## src/hdl/rppw_pkg.sv

```systemverilog
// Package for the rotated page pixel writer: store size, widths, command and
// register codes, and the structs passed between controller, datapath and CSRs.
// No dependencies.
package rppw_pkg;

   localparam int STORE_BYTES = 2048;
   localparam int ADDR_W      = $clog2(STORE_BYTES);
   localparam int CALC_W      = 18;
   localparam int COORD_W     = 19;
   localparam int CSR_IDX_W   = 4;
   localparam int CSR_DATA_W  = 10;

   localparam logic [1:0] CMD_DRAW  = 2'd0;
   localparam logic [1:0] CMD_READ  = 2'd1;
   localparam logic [1:0] CMD_CLEAR = 2'd2;
   localparam logic [1:0] CMD_NONE  = 2'd3;

   localparam logic [CSR_IDX_W-1:0] REG_ROTATION       = 4'd0;
   localparam logic [CSR_IDX_W-1:0] REG_FLIP_MODE      = 4'd1;
   localparam logic [CSR_IDX_W-1:0] REG_PANEL_WIDTH    = 4'd2;
   localparam logic [CSR_IDX_W-1:0] REG_PANEL_HEIGHT   = 4'd3;
   localparam logic [CSR_IDX_W-1:0] REG_BOX_LEFT       = 4'd4;
   localparam logic [CSR_IDX_W-1:0] REG_BOX_RIGHT      = 4'd5;
   localparam logic [CSR_IDX_W-1:0] REG_PAGE_FIRST_ROW = 4'd6;
   localparam logic [CSR_IDX_W-1:0] REG_PAGE_END_ROW   = 4'd7;

   localparam logic [9:0] RST_PANEL_WIDTH  = 10'd128;
   localparam logic [9:0] RST_PANEL_HEIGHT = 10'd296;
   localparam logic [9:0] RST_BOX_RIGHT    = 10'd128;
   localparam logic [9:0] RST_PAGE_END_ROW = 10'd16;

   typedef struct packed {
      logic [1:0] rotation;
      logic [1:0] flip_mode;
      logic [9:0] panel_width;
      logic [9:0] panel_height;
      logic [8:0] box_left;
      logic [9:0] box_right;
      logic [8:0] page_first_row;
      logic [9:0] page_end_row;
   } cfg_type;

   typedef struct packed {
      logic load;
      logic map_en;
      logic chk_en;
      logic mul_en;
      logic rd_idx;
      logic rdw_en;
      logic rmw_en;
      logic sweep_en;
      logic sweep_zero;
      logic rsp_load;
   } ctrl_cmd_type;

   typedef struct packed {
      logic sweep_last;
   } ctrl_sts_type;

endpackage

```

## src/hdl/rppw_csr.sv

```systemverilog
// Configuration registers of the rotated page pixel writer.
// Depends on rppw_pkg.
module rppw_csr
   import rppw_pkg::*;
(
   input  logic                  clock,
   input  logic                  reset,
   input  logic                  csr_wr_en,
   input  logic [CSR_IDX_W-1:0]  csr_index,
   input  logic [CSR_DATA_W-1:0] csr_wr_data,
   output cfg_type               cfg
);

   cfg_type cfg_ff;
   cfg_type cfg_in;

   always_comb begin
      cfg_in = cfg_ff;
      if (csr_wr_en) begin
         unique case (csr_index)
            REG_ROTATION:       cfg_in.rotation       = csr_wr_data[1:0];
            REG_FLIP_MODE:      cfg_in.flip_mode      = csr_wr_data[1:0];
            REG_PANEL_WIDTH:    cfg_in.panel_width    = csr_wr_data[9:0];
            REG_PANEL_HEIGHT:   cfg_in.panel_height   = csr_wr_data[9:0];
            REG_BOX_LEFT:       cfg_in.box_left       = csr_wr_data[8:0];
            REG_BOX_RIGHT:      cfg_in.box_right      = csr_wr_data[9:0];
            REG_PAGE_FIRST_ROW: cfg_in.page_first_row = csr_wr_data[8:0];
            REG_PAGE_END_ROW:   cfg_in.page_end_row   = csr_wr_data[9:0];
            default:            cfg_in = cfg_ff;
         endcase
      end
   end

   always_ff @(posedge clock) begin
      if (reset) begin
         cfg_ff.rotation       <= 2'd0;
         cfg_ff.flip_mode      <= 2'd0;
         cfg_ff.panel_width    <= RST_PANEL_WIDTH;
         cfg_ff.panel_height   <= RST_PANEL_HEIGHT;
         cfg_ff.box_left       <= 9'd0;
         cfg_ff.box_right      <= RST_BOX_RIGHT;
         cfg_ff.page_first_row <= 9'd0;
         cfg_ff.page_end_row   <= RST_PAGE_END_ROW;
      end else begin
         cfg_ff <= cfg_in;
      end
   end

   assign cfg = cfg_ff;

endmodule

```

## config.mk

```make
export PLATFORM = sky130hd
export DESIGN_NAME = rppw_csr
export DESIGN_NICKNAME = d
export VERILOG_FILES = /design/src/hdl/rppw_pkg.sv /design/src/hdl/rppw_csr.sv
export SDC_FILE = /design/constraint.sdc
export NUM_CORES = 1
export LEC_CHECK = 0
export BUFFER_PORTS_ARGS = -buffer_cell sky130_fd_sc_hd__buf_2
export CORE_MARGIN = 2
export CORE_UTILIZATION = 30
export CTS_BUF_LIST = sky130_fd_sc_hd__clkbuf_4 sky130_fd_sc_hd__clkbuf_8
export DETAILED_ROUTE_END_ITERATION = 8
export GPL_TIMING_DRIVEN = 0
export PLACE_DENSITY = 0.56
export SLEW_MARGIN = 40
export SYNTH_ARGS = -nofsm -noshare
export SYNTH_HDL_FRONTEND = slang
export SYNTH_SLANG_ARGS = --single-unit
```

## constraint.sdc

```tcl
create_clock -name clock -period 1.2 [get_ports clock]
set_input_delay 0.24 -clock clock [delete_from_list [all_inputs] [get_ports clock]]
set_output_delay 0.24 -clock clock [all_outputs]
set_load 0.01 [all_outputs]
```

==> metrics <==
crit-path max FO 2; CTS Root Buffer Type clkbuf_8; fraction of registers with async set or reset after synthesis 0; critical path launch point type flip-flop; Final Hold Viols 0; status finished clean; GRT Util Overall 0.151; slowest CP cell dfxtp_1; CP Capture Type primary output; Max VDD drop 0.000504 V; nets 338; Multi-input gate area 0.00117 mm²; Iteration-0 DRC Markers 32; vias in the first global route about 1800; DRC 0; largest family of logic cells by synthesized area multiplexers; register bit total from synthesis 62; number of diodes 0; WS Path Type reg -> out; routed wire length around 6400 µm; PnR Total Power between 4 and 5 mW; mux share of post-synthesis cell area 0.250; Initial Utilization 0.305; Bufs and invs on worst path 1; Syn Area/Cell 10.7 µm²; commonest cells after routing, fill and taps aside buf_2, nand2b_1, mux2i_1, dfxtp_1, nor2_1; fill count 823; CTS sink count 62; RSZ-0062 raised after global routing false; cells after synthesis 232; Min-Delay Path Class in -> reg; Worst slew margin 0.610; # rows 33; fin. max-slew vios 0; die area 0.00901 mm²; Tcrit/Tclk final 0.906; Vias/cell roughly 4.4; largest net degree at the start of global routing 11; crit-path cells buf_2; Die Y-Extent 94.9 µm; DR WL/cell 15.0 µm; gr ovfl total 0; Top Ports 79; routability cong. about 0.70; CTS clock-pin slew for the worst setup and hold paths 0.07 ns; number of iterations in the first detailed-routing pass 6; Finish-stage setup viols 0; max capacitance violation total 0; most common cell after layout, fill and taps aside buf_2; Fmax 0.920 GHz; Mapped Nets around 250; clk_skew 0 ns; Worst EP required 0.96 ns; first-pass GRT wire length between 9000 and 10000 µm; Synthesis Warnings 0; register area 0.00124 mm²; register area share after synthesis 0.501; pwr dens 1270 mW/mm²; core area 0.00813 mm²; CTS tree built; initial antenna violation count 0; minimum clock period 1.09 ns; Clk Latency, worst-skew pair 0.33 ns; post-DP HPWL 4540 µm; Synth Area in Simple Gates 0.222; CTS Buffer Depth 2; share of layout cells above drive strength 1 0.320; worst-margin pin slew 0.585 ns; top_reg_cell synth dfxtp_1; vias 1885; Pleak approximately 1.7 nW; total CTS buffers 9; Post-Syn Area 0.00248 mm²; Setup TNS 0 ns; Die W about 95 µm; number of enable flip-flop cells after synthesis 0; CP peak stage delay 0.37 ns; CP arrival 0.85 ns; Distinct cells, synth 16; Largest register FFs 62; post-route ant nets 0; post-synth top area share 0.501; input/output buffers just under 80; P&R area growth vs syn 28.4%; cell taking the most area after synthesis dfxtp_1; XOR/XNOR Fraction of Synth Area 0; htree depth 3; final worst slack 0.113 ns; pre-CTS setup slack -0.347 ns; Compound-Gate Fraction of Synth Area 0; top post-synthesis cells by area dfxtp_1, mux2i_1, nand2b_1; CP top delay family flip-flops; Post-Synth Adder-Cell Area 0
per-layer routing:
| layer | track usage | wire, µm |
|---|---|---|
| met5 | 0 | 0 |
| met4 | 0.0652 | 124 |
| met3 | 0.0471 | 375 |
| met2 | 0.237 | 2950 |
| met1 | 0.190 | 2990 |
report_power, final:
group	switching, mW	total [mW]	internal, mW	leakage [nW]
registers	0.0138	2.10	2.08	0.501
clock network	0.755	1.67	0.918	0.0968
logic	0.152	0.271	0.119	1.08
through the flow:
stage	hold slack, ns	std cells	util	instance area, µm²
2_1_floorplan	0.401	232	-	2480
3_5_place_dp	0.460	415	0.369	3000
6_report	0.176	430	0.391	3180
3_3_place_gp	0.459	415	0.369	3000
5_1_grt	0.185	430	0.391	3180
4_1_cts	0.163	430	0.391	3180
synthesized netlist by cell type, types with 2 or more instances:
cell type	instances
nand2b_1	66
dfxtp_1	62
mux2i_1	62
nor2_1	12
clkbuf_1	8
buf_2	3
nand2_1	3
nand2_2	3
and2_1	2
buf_1	2
buf_4	2
nand3_1	2
nor2b_1	2
tightest hold or removal path: stages:
cell and delay (ns):
buf_2 0.09, nor2_1 0.04, mux2i_1 0.11
final cells by class:
cell class / instances / share of cell area
well taps: 105 / 0.0413
flip-flops and latches: 62 / 0.390
multi-input cells: 155 / 0.368
plain buffers: 15 / 0.0220
repair buffers: 78 / 0.123
clock inverters: 1 / 0.00157
clock buffers: 14 / 0.0546
path summary, 6_finish.rpt:
kind,startpoint,endpoint,slack (ns),cells past startpoint
setup / recovery,cfg[35],cfg[35],0.11,1
hold / removal,csr_wr_data[8],cfg[46],0.18,3
setup reg to reg,cfg[52],cfg[52],0.57,2
hold reg to reg,cfg[30],cfg[30],0.47,2
kinds of logic after synthesis:
| group | after synthesis |
|---|---|
| buffers and inverters | 15 |
| DFF | 62 |
| muxes | 62 |
| and+or+nand+nor | 93 |
what timing repair did:
item	4_1_cts	5_1_grt
hold buffers	0	0
setup endpoints to repair	0	37
resized for setup	0	4
hold endpoints to repair	0	0
setup buffers	0	0
Note: power is estimated with default switching activity, not from simulation.
