--- src/hdl/rppw_pkg.sv ---
// Package for the rotated page pixel writer: store size, widths, command and
// register codes, and the structs passed between controller, datapath and CSRs.
// No dependencies.
package rppw_pkg;

   localparam int STORE_BYTES = 2048;
   localparam int ADDR_W      = $clog2(STORE_BYTES);
   localparam int CALC_W      = 18;
   localparam int COORD_W     = 19;
   localparam int CSR_IDX_W   = 4;
   localparam int CSR_DATA_W  = 10;

   localparam logic [1:0] CMD_DRAW  = 2'd0;
   localparam logic [1:0] CMD_READ  = 2'd1;
   localparam logic [1:0] CMD_CLEAR = 2'd2;
   localparam logic [1:0] CMD_NONE  = 2'd3;

   localparam logic [CSR_IDX_W-1:0] REG_ROTATION       = 4'd0;
   localparam logic [CSR_IDX_W-1:0] REG_FLIP_MODE      = 4'd1;
   localparam logic [CSR_IDX_W-1:0] REG_PANEL_WIDTH    = 4'd2;
   localparam logic [CSR_IDX_W-1:0] REG_PANEL_HEIGHT   = 4'd3;
   localparam logic [CSR_IDX_W-1:0] REG_BOX_LEFT       = 4'd4;
   localparam logic [CSR_IDX_W-1:0] REG_BOX_RIGHT      = 4'd5;
   localparam logic [CSR_IDX_W-1:0] REG_PAGE_FIRST_ROW = 4'd6;
   localparam logic [CSR_IDX_W-1:0] REG_PAGE_END_ROW   = 4'd7;

   localparam logic [9:0] RST_PANEL_WIDTH  = 10'd128;
   localparam logic [9:0] RST_PANEL_HEIGHT = 10'd296;
   localparam logic [9:0] RST_BOX_RIGHT    = 10'd128;
   localparam logic [9:0] RST_PAGE_END_ROW = 10'd16;

   typedef struct packed {
      logic [1:0] rotation;
      logic [1:0] flip_mode;
      logic [9:0] panel_width;
      logic [9:0] panel_height;
      logic [8:0] box_left;
      logic [9:0] box_right;
      logic [8:0] page_first_row;
      logic [9:0] page_end_row;
   } cfg_type;

   typedef struct packed {
      logic load;
      logic map_en;
      logic chk_en;
      logic mul_en;
      logic rd_idx;
      logic rdw_en;
      logic rmw_en;
      logic sweep_en;
      logic sweep_zero;
      logic rsp_load;
   } ctrl_cmd_type;

   typedef struct packed {
      logic sweep_last;
   } ctrl_sts_type;

endpackage

--- src/hdl/rppw_ctrl.sv ---
// Controller state machine: sequences draw, read and clear items and the
// power-up clearing sweep, and owns the handshakes. Depends on rppw_pkg.
module rppw_ctrl
   import rppw_pkg::*;
(
   input  logic         clock,
   input  logic         reset,
   input  logic         req_valid,
   input  logic [1:0]   req_cmd,
   output logic         req_ready,
   output logic         rsp_valid,
   input  logic         rsp_ready,
   input  ctrl_sts_type sts,
   output ctrl_cmd_type cmd
);

   localparam logic [3:0] ST_INIT = 4'd0;
   localparam logic [3:0] ST_IDLE = 4'd1;
   localparam logic [3:0] ST_MAP  = 4'd2;
   localparam logic [3:0] ST_CHK  = 4'd3;
   localparam logic [3:0] ST_MUL  = 4'd4;
   localparam logic [3:0] ST_RMR  = 4'd5;
   localparam logic [3:0] ST_RMW  = 4'd6;
   localparam logic [3:0] ST_RD   = 4'd7;
   localparam logic [3:0] ST_RDW  = 4'd8;
   localparam logic [3:0] ST_CLR  = 4'd9;
   localparam logic [3:0] ST_DONE = 4'd10;

   logic [3:0] state_ff;
   logic [3:0] state_in;
   logic       rsp_valid_ff;
   logic       rsp_valid_in;
   logic       accept;
   logic       rsp_free;

   assign req_ready = (state_ff == ST_IDLE);
   assign accept    = req_valid && req_ready;
   assign rsp_free  = !rsp_valid_ff || rsp_ready;

   always_comb begin
      cmd      = '0;
      state_in = state_ff;
      unique case (state_ff)
         ST_INIT: begin
            cmd.sweep_en   = 1'b1;
            cmd.sweep_zero = 1'b1;
            if (sts.sweep_last) state_in = ST_IDLE;
         end
         ST_IDLE: begin
            if (accept) begin
               cmd.load = 1'b1;
               unique case (req_cmd)
                  CMD_DRAW:  state_in = ST_MAP;
                  CMD_READ:  state_in = ST_RD;
                  CMD_CLEAR: state_in = ST_CLR;
                  CMD_NONE:  state_in = ST_DONE;
               endcase
            end
         end
         ST_MAP: begin
            cmd.map_en = 1'b1;
            state_in   = ST_CHK;
         end
         ST_CHK: begin
            cmd.chk_en = 1'b1;
            state_in   = ST_MUL;
         end
         ST_MUL: begin
            cmd.mul_en = 1'b1;
            state_in   = ST_RMR;
         end
         ST_RMR: begin
            state_in = ST_RMW;
         end
         ST_RMW: begin
            cmd.rmw_en = 1'b1;
            state_in   = ST_DONE;
         end
         ST_RD: begin
            cmd.rd_idx = 1'b1;
            state_in   = ST_RDW;
         end
         ST_RDW: begin
            cmd.rdw_en = 1'b1;
            state_in   = ST_DONE;
         end
         ST_CLR: begin
            cmd.sweep_en = 1'b1;
            if (sts.sweep_last) state_in = ST_DONE;
         end
         ST_DONE: begin
            if (rsp_free) begin
               cmd.rsp_load = 1'b1;
               state_in     = ST_IDLE;
            end
         end
         default: begin
            state_in = ST_IDLE;
         end
      endcase
   end

   always_comb begin
      rsp_valid_in = rsp_valid_ff;
      if (cmd.rsp_load) rsp_valid_in = 1'b1;
      else if (rsp_ready) rsp_valid_in = 1'b0;
   end

   always_ff @(posedge clock) begin
      if (reset) begin
         state_ff     <= ST_INIT;
         rsp_valid_ff <= 1'b0;
      end else begin
         state_ff     <= state_in;
         rsp_valid_ff <= rsp_valid_in;
      end
   end

   assign rsp_valid = rsp_valid_ff;

endmodule

--- config.mk ---
export PLATFORM = sky130hd
export DESIGN_NAME = rppw_ctrl
export DESIGN_NICKNAME = d
export VERILOG_FILES = /design/src/hdl/rppw_pkg.sv /design/src/hdl/rppw_ctrl.sv
export SDC_FILE = /design/constraint.sdc
export NUM_CORES = 1
export LEC_CHECK = 0
export BUFFER_PORTS_ARGS = -buffer_cell sky130_fd_sc_hd__buf_2
export CORE_AREA = 2 2 39 41
export DETAILED_ROUTE_END_ITERATION = 12
export DIE_AREA = 0 0 41 43
export HOLD_SLACK_MARGIN = 0.05
export PLACE_DENSITY_LB_ADDON = 0.1
export SLEW_MARGIN = 30
export SYNTH_ARGS = -nofsm -noshare
export SYNTH_HDL_FRONTEND = slang
export SYNTH_SLANG_ARGS = --single-unit
--- constraint.sdc ---
create_clock -name clock -period 4.3 [get_ports clock]
set_clock_uncertainty 0.2 [all_clocks]
set_input_delay 0.645 -clock clock [delete_from_list [all_inputs] [get_ports clock]]
set_output_delay 0.645 -clock clock [all_outputs]
set_load 0.01 [all_outputs]
==> results_dict.tcl <==
set metrics [dict create \
    synth_top_area_frac 0.1980 \
    finalCritPeriodShare 0.5784 \
    wire_per_inst_um 10.54 \
    regToRegSetupSlack_ns 2.34 \
    grt_usage 0.1285 \
    grt_pass1_wl_mm 1.593 \
    insertion_delay_ns 0.24 \
    worstPathMaxFanout 15 \
    ir_worst_vdd_v 0.0001723 \
    final.setup.tns_ns 0 \
    hold_violations 0 \
    clock_path_buffers 2 \
    io_buffers 18 \
    synth_edf_count 0 \
    ys_types 30 \
    synth_nets 77 \
    required_ns 3.45 \
    die_area_um2 1763 \
    maxCapViolations 0 \
    hold_class "in -> reg" \
    yosysTopAreaCell "dfxtp_1" \
    drc 0 \
    place_ws_ns 2.078 \
    hold_start "reset" \
    wl_mm 1.043 \
    timing.rr.end "state_ff[0]" \
    synthTopCellsByCount "nor2_1, inv_1, dfxtp_1, nor2b_1" \
    final.setup.worst_slack_ns 1.813 \
    criticalPathCategory "reg -> out" \
    synth_area_um2 505.5 \
    end_kind "output port" \
    min_period_ns 2.487 \
    core_area_um2 1384 \
    gp_congestion 0.7568 \
    r2r-start "state_ff[3]" \
    first_iter_violations 4 \
    ys_top_cells_by_area "dfxtp_1, ha_1, nor2b_1, nor2_1, inv_1" \
    grt-ovfl-total 0 \
    dp_hpwl_um 790.9 \
    num-nets-final 95 \
    n_antenna_cell 0 \
    slew_viol_final 0 \
    cts_root_buf "clkbuf_4" \
    drive_gt1_frac 0.3012 \
    r2r_cells 4 \
    startpoint "state_ff[3]" \
    grt_max_degree 16 \
    hold_depth 2 \
    die_h_um 43 \
    fp.dieW_um 41 \
    vias 513 \
    clock-sinks 5 \
    viasPerCell 5.182 \
    placed_cell_area_um2 591.8 \
    rows 14 \
    slew_headroom 0.6756 \
    dr.pass1.iters 5 \
    start_util 0.3653 \
    synth_most_common_cell "nor2_1" \
    post-route-util 0.4467 \
    startpoint_type "flop" \
    htree_num_levels 1 \
    areaGrowthSynthToFinish_pct 22.28 \
    powerDensity_nw_per_um2 443.1 \
    ys_seq_area_frac 0.1980 \
    cts_resized 0 \
    synth.avg_cell_area_um2 7.659 \
    run_status "finished, final reports clean" \
    timing.fmax_mhz 402.1 \
    cts_tree "yes" \
    io_pins 19 \
    post_cts.repair.setup_buffers 0 \
    first_global_vias 388 \
    postSynth.asyncResetShare 0 \
    final_area_um2 618.1 \
    tightest_slew_ns 0.4859 \
    grt_antenna_before_repair 0 \
    leakagePower_nw 0.2993 \
    drtAntennaViolNets 0 \
    finalSetupViolations 0 \
    min_to "state_ff[1]" \
    synth_seq_cells 5 \
    syn_inst 66 \
    yosysWarnings 0 \
    arrival_ns 1.64 \
    finalPower_mw 0.2739 \
    synth_flop_cell "dfxtp_1" \
    rsz0062_at_grt "no" \
    cts_made_buffers 3 \
    postCtsHoldBufs 0 \
    clk_pin_slew_ns 0.04 \
]
==> worst max-delay path by stage <==
stage / end / slack [ns]
floorplan: cmd[4] / 2.33
finish: cmd[0] / 1.81
CTS: cmd[0] / 1.81
detailed placement: cmd[0] / 2.08
global placement: cmd[0] / 2.09
global route: cmd[9] / 1.72
==> registers in the layout (all words and copies together) (netlist names) <==
name       flops
rsp_valid      1
state_ff       4
==> cell type report <==
cell class	instances	area, um^2
Clock buffer	4	26.28
Inverter	6	22.52
Tap cell	16	20.02
Multi-Input combinational cell	50	359.1
Fill cell	150	765.7
Sequential cell	5	100.1
Timing Repair Buffer	18	90.09
==> layout by cell type (no fill, tap or decap), types with 2 or more instances in the layout <==
master and count:
nor2b_1 5, dfxtp_1 5, clkbuf_4 3, nor4_1 2, nand2b_1 3, inv_1 6
o21ai_0 2, ha_1 4, a21oi_1 3, nor2_1 7, buf_2 18, nor3_1 4
nand2_1 4
==> metrics by stage <==
stage / hold WS, ns / cells
after floorplan: 0.4248 / 66
after global placement: 0.4520 / 95
after detailed placement: 0.4472 / 95
after CTS: 0.4377 / 99
after global routing: 0.4583 / 99
final: 0.4357 / 99
==> critical path, stage by stage, from the launching register on <==
cell,delay [ns]
dfxtp_1,0.60
nor4bb_2,0.49
nor2b_1,0.17
buf_2,0.13
==> per-layer routing <==
layer,vias to the layer above,track usage,share of wire
li1,268,-,-
met1,226,0.1736,0.49
met2,17,0.2031,0.45
met3,2,0,0.035
met4,0,0.06000,0.020
met5,-,0,0
==> power by group <==
group	internal, mW	switching [mW]	leakage (nW)
clock network	0.0351	0.0195	0.0150
logic	0.0670	0.0693	0.244
registers	0.0543	0.0287	0.0406
total	0.156	0.117	0.299
==> cells by family (layout without fill, tap and decap cells) <==
kind of cell               after synthesis  count (layout)  synth area share
buffers and inverters                   11              28           0.09158
adders and majority gates                4               4           0.09901
and+or+nand+nor                         31              31            0.3639
xor gates and xnor gates                 1               1           0.01733
DFF                                      5               5            0.1980
AOI/OAI and AO/OA                       13              13            0.2079
muxes                                    1               1           0.02228
Note: power is estimated with default switching activity, not from simulation.
